--- src/rtl/ci64alu_pkg.sv ---
// Shared types, opcodes and helpers for the checked signed 64-bit ALU.
// Used by front end, queue, back end and top level.
package ci64alu_pkg;
	localparam int unsigned W          = 64;
	localparam int unsigned DIV_STEPS  = W;
	localparam int unsigned FIFO_DEPTH = 2;

	typedef enum logic [2:0] {
		OP_ADD = 3'd0,
		OP_SUB = 3'd1,
		OP_MUL = 3'd2,
		OP_DIV = 3'd3,
		OP_REM = 3'd4
	} op_t;

	// Classified item: operands, magnitudes, signs and a reject flag.
	typedef struct packed {
		logic [2:0]   op;
		logic [W-1:0] a;
		logic [W-1:0] b;
		logic [W-1:0] ma;
		logic [W-1:0] mb;
		logic         sa;
		logic         sb;
		logic         bad;
	} item_t;

	// Record carried down the execution pipeline.
	typedef struct packed {
		logic [2:0]   op;
		logic [W-1:0] res;
		logic         ok;
		logic [W-1:0] rem;
		logic [W-1:0] dq;
		logic [W-1:0] mb;
		logic         sa;
		logic         sb;
		logic         bad;
	} stg_t;

	typedef struct packed {
		logic [W-1:0] rem;
		logic [W-1:0] dq;
	} divs_t;

	function automatic logic [W-1:0] magnitude(input logic [W-1:0] x);
		return x[W-1] ? (~x + {{(W-1){1'b0}}, 1'b1}) : x;
	endfunction

	// One restoring division step: shift in the next dividend bit, try subtract.
	function automatic divs_t div_step(input logic [W-1:0] rem, input logic [W-1:0] dq,
			input logic [W-1:0] mb);
		logic [W:0] trial;
		logic [W:0] diff;
		divs_t      o;
		trial = {rem, dq[W-1]};
		diff  = trial - {1'b0, mb};
		if (!diff[W]) begin
			o.rem = diff[W-1:0];
			o.dq  = {dq[W-2:0], 1'b1};
		end else begin
			o.rem = trial[W-1:0];
			o.dq  = {dq[W-2:0], 1'b0};
		end
		return o;
	endfunction
endpackage

--- src/rtl/ci64alu_front.sv ---
// Front end: accepts input beats and classifies them for the back end.
// Depends on ci64alu_pkg.
module ci64alu_front (
	input  logic                          in_valid,
	output logic                          in_ready,
	input  logic [2:0]                    operation,
	input  logic signed [ci64alu_pkg::W-1:0] lhs,
	input  logic signed [ci64alu_pkg::W-1:0] rhs,
	output logic                          push,
	input  logic                          q_full,
	output ci64alu_pkg::item_t            item
);
	import ci64alu_pkg::*;

	logic [W-1:0] a;
	logic [W-1:0] b;
	logic         is_div;
	logic         known;

	assign a        = lhs;
	assign b        = rhs;
	assign in_ready = !q_full;
	assign push     = in_valid && !q_full;

	always_comb begin
		is_div = (operation == OP_DIV) || (operation == OP_REM);
		known  = operation inside {OP_ADD, OP_SUB, OP_MUL, OP_DIV, OP_REM};
		item.op  = operation;
		item.a   = a;
		item.b   = b;
		item.ma  = magnitude(a);
		item.mb  = magnitude(b);
		item.sa  = a[W-1];
		item.sb  = b[W-1];
		// reject zero divisor, minimum over minus one, and unknown codes
		item.bad = !known || (is_div && ((b == '0) ||
			((a == {1'b1, {(W-1){1'b0}}}) && (b == '1))));
	end
endmodule

--- config.mk ---
export PLATFORM = sky130hd
export DESIGN_NAME = ci64alu_front
export DESIGN_NICKNAME = d
export VERILOG_FILES = /design/src/rtl/ci64alu_pkg.sv /design/src/rtl/ci64alu_front.sv
export SDC_FILE = /design/constraint.sdc
export NUM_CORES = 1
export LEC_CHECK = 0
export BUFFER_PORTS_ARGS = -buffer_cell sky130_fd_sc_hd__buf_4
export CORE_AREA = 2 2 155 157
export DETAILED_ROUTE_END_ITERATION = 12
export DIE_AREA = 0 0 157 159
export GPL_ROUTABILITY_DRIVEN = 1
export PLACE_DENSITY_LB_ADDON = 0.05
export SLEW_MARGIN = 5
export SYNTH_ARGS = -nofsm -noshare
export SYNTH_HDL_FRONTEND = slang
export SYNTH_SLANG_ARGS = --single-unit
--- constraint.sdc ---
create_clock -name vclk -period 3.5
set_clock_uncertainty 0.2 [all_clocks]
set_input_delay 0.525 -clock vclk [all_inputs]
set_output_delay 0.525 -clock vclk [all_outputs]
set_load 0.01 [all_outputs]
==> flow_metrics.tcl <==
set metrics [dict create \
    antenna_found_initial 0 \
    hold_viol_final 0 \
    synth-seq-area-share_pct 0 \
    seq_cells 0 \
    register_area_um2 0 \
    synth.avg_cell_area_um2 6.969 \
    ir_drop_mv 0.05098 \
    slew_headroom_pct 59.19 \
    status "complete, but fails checks" \
    startpoint "rhs[9]" \
    finalWirelength_um 21720 \
    worstHoldStart "lhs[42]" \
    netlist_instances 579 \
    setup_viol 2 \
    worst_slack_ns -0.03707 \
    post-route-util_pct 32.41 \
    drtAntennaViolNets 0 \
    syn_nets 715 \
    crit_arrival_ns 2.81 \
    yosysWarnings 0 \
    boundaryPins 397 \
    fmaxAchievable_mhz 282.7 \
    placed_cells 1222 \
    clockBufferCount 0 \
    track_usage_pct 15.83 \
    fp.dieW_um 157 \
    final.period_utilization_pct 101.1 \
    fin_nets 1048 \
    die_y_um 159 \
    leakage_nw 3.237 \
    post-dp-hpwl_um 18870 \
    area_growth_syn_to_layout_pct 86.29 \
    grt_pass1_wl_um 31850 \
    route.detailed.drc 0 \
    crit_type "in2out" \
    cap_violations 0 \
    yosysUniqueCellTypes 40 \
    endpoint "item[0]" \
    drive_gt1_share_pct 61.43 \
    post_drt_wl_per_cell_um 17.68 \
    dieArea_um2 24960 \
    period_needed_ns 3.537 \
    tightest_slew_ns 0.6121 \
    pre_cts_ws_ns -0.3051 \
    startpoint_type "input pin" \
    grt_max_degree 41 \
    num_rows 56 \
    cts_hold_buffers 0 \
    start_util_pct 17.40 \
    grt_pass1_vias 5530 \
    drt_pass1_iterations 4 \
    crit_required_ns 2.77 \
    core_um2 23190 \
    tns_ns -0.04754 \
    violations "negative setup slack" \
    holdCritPathClass "in2out" \
    dr.first_iter.drc_count 174 \
    vias 5392 \
    diodes 0 \
    rsz0062_at_grt "true" \
    vias_per_cell 4.387 \
    cellPowerDensity_nw_per_um2 140.1 \
    path_max_fanout 6 \
    end_kind "primary output" \
    io_buffers 397 \
    gp_congestion 0.7974 \
    fin_cells 1229 \
    grt_overflow 0 \
    syn-cell-area_um2 4035 \
    slew_viol_final 0 \
]
-- cells in the final DEF (no fill, tap or decap), types with 7 or more instances in the layout --
master    count
nor3_1       14
buf_6         8
xnor2_1     115
o31ai_1      19
o21ai_0      30
o21ai_1      13
o31ai_2       9
nand4_1      18
nand3_1       9
or3_1        14
o41ai_1       7
or4_4        10
nor2_1       19
nand2b_1      7
nor4_1       12
or4_1         9
buf_4       473
nand2_1      35
-- synthesized netlist by cell type, types with 2 or more instances --
cell type / instances / share of area [%]
a21oi_1: 2 / 0.25
and2_1: 2 / 0.31
and4b_1: 3 / 0.74
buf_4: 135 / 25
buf_6: 2 / 0.56
clkbuf_1: 15 / 1.4
ha_1: 3 / 0.93
inv_1: 6 / 0.56
nand2_1: 38 / 3.5
nand2b_1: 8 / 1.2
nand3_1: 11 / 1.4
nand3b_1: 3 / 0.56
nand4_1: 18 / 2.8
nor2_1: 19 / 1.8
nor2b_1: 2 / 0.31
nor3_1: 17 / 2.1
nor3b_1: 2 / 0.37
nor4_1: 17 / 2.6
o21ai_0: 45 / 5.6
o21ai_1: 4 / 0.50
o31ai_1: 33 / 6.1
o41ai_1: 16 / 3.5
or2_2: 4 / 0.62
or3_1: 19 / 2.9
or3_2: 2 / 0.37
or3b_2: 2 / 0.43
or4_1: 16 / 3.0
or4_4: 3 / 0.84
xnor2_1: 117 / 25
xor2_1: 5 / 1.1
-- power by group --
| part | internal [mW] | switching, mW | total (mW) |
|---|---|---|---|
| Clock | 0 | 0 | 0 |
| Sequential | 0 | 0 | 0 |
| Combinational | 0.545 | 0.509 | 1.05 |
| Total | 0.545 | 0.509 | 1.05 |
-- per-stage QoR --
| stage | hold WS [ns] | area (um2) | power, mW |
|---|---|---|---|
| 5_1_grt | 1.067 | 7517 | 1.129 |
| 3_3_place_gp | 1.061 | 6928 | 1.031 |
| 3_5_place_dp | 1.057 | 6928 | 1.027 |
| 2_1_floorplan | 0.8935 | 4035 | 0.4621 |
| 4_1_cts | 1.058 | 7112 | 1.044 |
| 6_report | 1.056 | 7517 | 1.053 |
-- metal layers --
layer	part of all wire (%)	routed length, um	global-route usage, %	vias up
met5	0	0	0	-
met4	0.95	206	1.418	0
met3	7.2	1562	2.531	8
met2	53	11600	31.44	238
met1	38	8352	17.98	2526
li1	-	-	-	2620
-- repair_timing --
item,CTS,global route
gates resized for setup,37,68
buffers inserted,1,5
gates cloned,0,1
pin swaps,10,18
endpoints found under the setup margin,58,51
endpoints found under the hold margin,0,0
-- critical path, cell delays in order --
cell,delay (ns)
buf_6,0.09
or4_4,0.55
or4_4,0.48
or4_4,0.58
and4b_1,0.29
o22ai_1,0.09
nand2_1,0.09
buf_6,0.11
-- worst min path at each step --
stage | endpoint | slack (ns) | cells past startpoint
after floorplan | in_ready | 0.89 | 1
after global routing | item[243] | 1.07 | 2
after global placement | item[243] | 1.06 | 2
final | item[237] | 1.06 | 2
after CTS | item[237] | 1.06 | 2
after detailed placement | item[237] | 1.06 | 2
-- cell type report --
type	instances	area, um2
Tap cell	319	399.1
Fill cell	2551	15680
Timing Repair Buffer	483	3686
Inverter	6	22.52
Multi-Input combinational cell	421	3410
-- logic make-up after synthesis --
family                   Yosys count  synth area share [%]
AND/OR/NAND/NOR                  191                 27.50
buffers and inverters            158                 27.63
adder cells (fa/ha/maj)            3                0.9303
AO/OA/AOI/OAI                    105                 17.46
XOR/XNOR                         122                 26.48
(Power assumes the default switching activity.)
