## src/rtl/ci64alu_pkg.sv

```systemverilog
// Shared types, opcodes and helpers for the checked signed 64-bit ALU.
// Used by front end, queue, back end and top level.
package ci64alu_pkg;
	localparam int unsigned W          = 64;
	localparam int unsigned DIV_STEPS  = W;
	localparam int unsigned FIFO_DEPTH = 2;

	typedef enum logic [2:0] {
		OP_ADD = 3'd0,
		OP_SUB = 3'd1,
		OP_MUL = 3'd2,
		OP_DIV = 3'd3,
		OP_REM = 3'd4
	} op_t;

	// Classified item: operands, magnitudes, signs and a reject flag.
	typedef struct packed {
		logic [2:0]   op;
		logic [W-1:0] a;
		logic [W-1:0] b;
		logic [W-1:0] ma;
		logic [W-1:0] mb;
		logic         sa;
		logic         sb;
		logic         bad;
	} item_t;

	// Record carried down the execution pipeline.
	typedef struct packed {
		logic [2:0]   op;
		logic [W-1:0] res;
		logic         ok;
		logic [W-1:0] rem;
		logic [W-1:0] dq;
		logic [W-1:0] mb;
		logic         sa;
		logic         sb;
		logic         bad;
	} stg_t;

	typedef struct packed {
		logic [W-1:0] rem;
		logic [W-1:0] dq;
	} divs_t;

	function automatic logic [W-1:0] magnitude(input logic [W-1:0] x);
		return x[W-1] ? (~x + {{(W-1){1'b0}}, 1'b1}) : x;
	endfunction

	// One restoring division step: shift in the next dividend bit, try subtract.
	function automatic divs_t div_step(input logic [W-1:0] rem, input logic [W-1:0] dq,
			input logic [W-1:0] mb);
		logic [W:0] trial;
		logic [W:0] diff;
		divs_t      o;
		trial = {rem, dq[W-1]};
		diff  = trial - {1'b0, mb};
		if (!diff[W]) begin
			o.rem = diff[W-1:0];
			o.dq  = {dq[W-2:0], 1'b1};
		end else begin
			o.rem = trial[W-1:0];
			o.dq  = {dq[W-2:0], 1'b0};
		end
		return o;
	endfunction
endpackage

```

## src/rtl/ci64alu_fifo.sv

```systemverilog
// Short queue between front end and back end.
// Depends on ci64alu_pkg.
module ci64alu_fifo #(
	parameter int unsigned DEPTH = ci64alu_pkg::FIFO_DEPTH
) (
	input  logic               clk,
	input  logic               arst_n,
	input  logic               push,
	input  ci64alu_pkg::item_t push_data,
	output logic               full,
	input  logic               pop,
	output logic               not_empty,
	output ci64alu_pkg::item_t head
);
	import ci64alu_pkg::*;

	localparam int unsigned PW = (DEPTH > 1) ? $clog2(DEPTH) : 1;
	localparam int unsigned CW = $clog2(DEPTH + 1);

	item_t         mem_q [DEPTH];
	logic [PW-1:0] wr_q;
	logic [PW-1:0] rd_q;
	logic [CW-1:0] cnt_q;

	assign full      = (cnt_q == CW'(DEPTH));
	assign not_empty = (cnt_q != '0);
	assign head      = mem_q[rd_q];

	always_ff @(posedge clk) begin
		if (push) begin
			mem_q[wr_q] <= push_data;
		end
	end

	always_ff @(posedge clk or negedge arst_n) begin
		if (!arst_n) begin
			wr_q  <= '0;
			rd_q  <= '0;
			cnt_q <= '0;
		end else begin
			if (push) begin
				wr_q <= (wr_q == PW'(DEPTH - 1)) ? '0 : wr_q + PW'(1);
			end
			if (pop) begin
				rd_q <= (rd_q == PW'(DEPTH - 1)) ? '0 : rd_q + PW'(1);
			end
			if (push && !pop) begin
				cnt_q <= cnt_q + CW'(1);
			end else if (pop && !push) begin
				cnt_q <= cnt_q - CW'(1);
			end
		end
	end

	a_no_overflow: assert property (@(posedge clk) disable iff (!arst_n)
		push |-> !full) else $error("queue overflow");
	a_no_underflow: assert property (@(posedge clk) disable iff (!arst_n)
		pop |-> not_empty) else $error("queue underflow");
	a_count: assert property (@(posedge clk) disable iff (!arst_n)
		(push && !pop) |=> (cnt_q == $past(cnt_q) + CW'(1))) else $error("count slip");
endmodule

```

## config.mk

```make
export PLATFORM = sky130hd
export DESIGN_NAME = ci64alu_fifo
export DESIGN_NICKNAME = d
export VERILOG_FILES = /design/src/rtl/ci64alu_pkg.sv /design/src/rtl/ci64alu_fifo.sv
export SDC_FILE = /design/constraint.sdc
export NUM_CORES = 1
export LEC_CHECK = 0
export BUFFER_PORTS_ARGS = -buffer_cell sky130_fd_sc_hd__buf_2
export CAP_MARGIN = 20
export CORE_AREA = 2 2 206 208
export DETAILED_ROUTE_END_ITERATION = 10
export DIE_AREA = 0 0 208 210
export GPL_TIMING_DRIVEN = 0
export PLACE_DENSITY = 0.72
export SETUP_SLACK_MARGIN = 0.2
export SLEW_MARGIN = 10
export SYNTH_ARGS = -nofsm -noshare
export SYNTH_HDL_FRONTEND = slang
export SYNTH_SLANG_ARGS = --single-unit
```

## constraint.sdc

```tcl
create_clock -name clk -period 18 [get_ports clk]
set_clock_uncertainty 0.05 [all_clocks]
set_input_delay 2.7 -clock clk [delete_from_list [all_inputs] [get_ports clk]]
set_output_delay 2.7 -clock clk [all_outputs]
set_load 0.02 [all_outputs]
```

==> flow_summary_export.csv <==
group,metric,value,unit
outcome,outcome,"complete, no violations",
cells_and_area,drive_above_1_share,61.8,%
global_route,gr-usage-all-layers,18.9,%
sta,rsz0062_at_grt,"no",
power_and_ir_drop,power,4110,uW
placement,dp_hpwl,30800,um
setup_path,start_kind,"flip-flop",
cells_and_area,syn2layout_area_growth,27.2,%
die,die_x,208,um
cts,numCtsBuffers,52,
sta,drv_slew,0,
global_route,grt_overflow,0,
setup_path,timing.reg2reg.setup_slack,15.78,ns
placement,io_buffers,529,
synth,syn_inst,831,
setup_path,required,15.25,ns
placement,routabilityCongestion,0.749,
routing,postRouteAntennaNets,0,
worst_hold_path,min_path_type,"flip-flop to flip-flop",
cts,insertion_delay,0.56,ns
cts,cts_root_buffer,"clkbuf_16",
global_route,antenna_found_initial,13,
synth,ys_ff_latch,528,
setup_path,cpPeakStageDelay,0.37,ns
cts,h-tree-depth,2,
cts,hold_buffers,0,
synth,ys_warn_count,0,
synth,synth_cell_type_count,15,
die,initial_utilization,46.7,%
power_and_ir_drop,cellPowerDensity,167,nW/um^2
synth,seq_area_frac_synth,81.8,%
routing,avgViaCountPerCell,4.95,
setup_path,cp.arrival,2.08,ns
placement,placed_cells,1913,
routing,dr.pass1.iters,4,
sta,setup_viol,0,
setup_path,cp_cell_sequence,"buf_2 > buf_4 > mux2_2 > buf_2",
sta,maxSlewHeadroom,51.6,%
setup_path,cp_max_fo,10,
cts,clkTransAtPathRegs,0.06,ns
cells_and_area,final_cell_area,24600,sq um
job,maxCapViolCount,0,
setup_path,crit_path_frequent_cell,"buf_2",
setup_path,crit_type,"flip-flop to primary output",
power_and_ir_drop,vdd_drop_max,0.000109,V
cts,clock_sinks,528,
routing,dr_total_vias,9965,
cells_and_area,stdcell_count,2014,
sta,hold_viol_final,0,
cts,cts_tree,"done",
power_and_ir_drop,p_leak,0.00949,uW
global_route,grt_pass1_vias,10600,
cells_and_area,n_fill_cell,3164,
die,pin_count,530,
cts,cts_setup_buffers,0,
setup_path,crit_path_top_delay_cell,"mux2_2",
die,core_area,41500,sq um
synth,synth_area_per_cell,23.3,sq um
routing,drt_iter0_drc,481,
die,row_count,75,
cells_and_area,fin_nets,1695,
routing,post_drt_wl_per_cell,21.1,um
global_route,grt_pass1_wl,61800,um
die,dieArea,43700,sq um
sta,period_needed,4.83,ns
cells_and_area,regArea,15800,sq um
routing,routed_wl,42500,um
setup_path,end_kind,"primary output",
synth,syn_nets,1098,
placement,placed_area,23000,sq um
sta,finalSetupTns,0,ns
synth,synthesis.area,19400,sq um
cts,ctsLongestPathBuffers,3,
sta,fin_crit_sh,26.8,%
routing,drt_drc_violations_left,0,
cts,cts.repair.resized,0,
sta,tightestPinTransition,0.725,ns
cells_and_area,multi_input_area,3310,sq um
sta,clock.fmax,0.207,GHz
die,die_h,210,um
global_route,grt_max_degree,59,
-- critical path: cells and delay by family (launching register included) --
family,cells,cell delay (ns)
flops,1,0.33
buf+inv,3,0.80
mux,1,0.37
-- stage by stage --
stage / setup slack, ns / utilization [%] / hold WS, ns
5_1_grt: 12.97 / 59.4 / 0.483
6_report: 13.17 / 59.4 / 0.453
3_3_place_gp: -4.11 / 54.7 / 0.417
3_5_place_dp: 13.37 / 55.5 / 0.443
4_1_cts: 13.00 / 59.3 / 0.462
2_1_floorplan: 3.06 / - / 0.397
-- logic make-up after synthesis --
kind of cell / count (synthesis) / share of synthesized area [%]
and+or+nand+nor: 5 / 0.149
DFF: 528 / 81.8
buffers and inverters: 30 / 1.17
muxes: 262 / 16.6
xor gates and xnor gates: 5 / 0.226
adders and majority gates: 1 / 0.0646
-- path summary, 6_finish.rpt --
check,startpoint,end,depth (start not counted)
max,rd_q,head[101],4
min,cnt_q[1],cnt_q[1],1
max reg2reg,wr_q,mem_q[1][192],3
min reg2reg,cnt_q[1],cnt_q[1],1
max in group asynchronous,arst_n,wr_q,1
min in group asynchronous,arst_n,cnt_q[1],1
-- cell usage after synthesis --
master	n	area, sq um
buf_2	10	50.1
and2_1	1	6.26
xor2_1	4	35.0
buf_6	8	90.1
buf_4	11	82.6
mux2_4	70	1050
ha_1	1	12.5
mux2_2	192	2160
inv_1	1	3.75
edfxtp_1	524	15700
xnor2_1	1	8.76
nor2_1	1	3.75
dfrtp_1	4	100
or2_2	1	6.26
nor2b_1	2	12.5
-- power breakdown --
part | total [uW] | leakage (uW) | switching (uW) | internal (uW)
logic | 1410 | 0.00374 | 839 | 572
clock network | 1020 | 0.000791 | 429 | 596
registers | 1680 | 0.00496 | 50.3 | 1630
-- registers in the layout, indices dropped and copies added, names as in the netlist --
signal  flops
wr_q        1
mem_q     524
cnt_q       2
rd_q        1
-- layer usage --
layer	up-vias	GRT usage (%)	wire length, um	share of wire [%]
li1	4533	-	-	-
met1	4902	21.4	15800	37
met2	430	32.7	21400	50
met3	88	7.54	3950	9.3
met4	12	6.48	1300	3.1
met5	-	0	91	0.21
-- layout make-up --
class	count	area share [%]
well taps	539	2.74
inverters	1	0.0152
repair buffers	543	12.0
clock buffers	67	5.60
clock inverters	26	0.925
flip-flops and latches	528	64.3
diodes	8	0.0813
multi-input cells	273	13.4
plain buffers	29	0.904
-- cells in the final DEF, fill, tap and decap left out, types with 4 or more instances in the layout --
cell / count
buf_2: 539
edfxtp_1: 524
mux2_2: 192
mux2_4: 70
clkbuf_16: 53
clkbuf_1: 14
buf_4: 11
clkinv_2: 10
clkinv_1: 10
buf_12: 10
diode_2: 8
buf_6: 8
xor2_1: 4
bufinv_16: 4
dfrtp_1: 4
buf_16: 4
(Power assumes the default switching activity.)
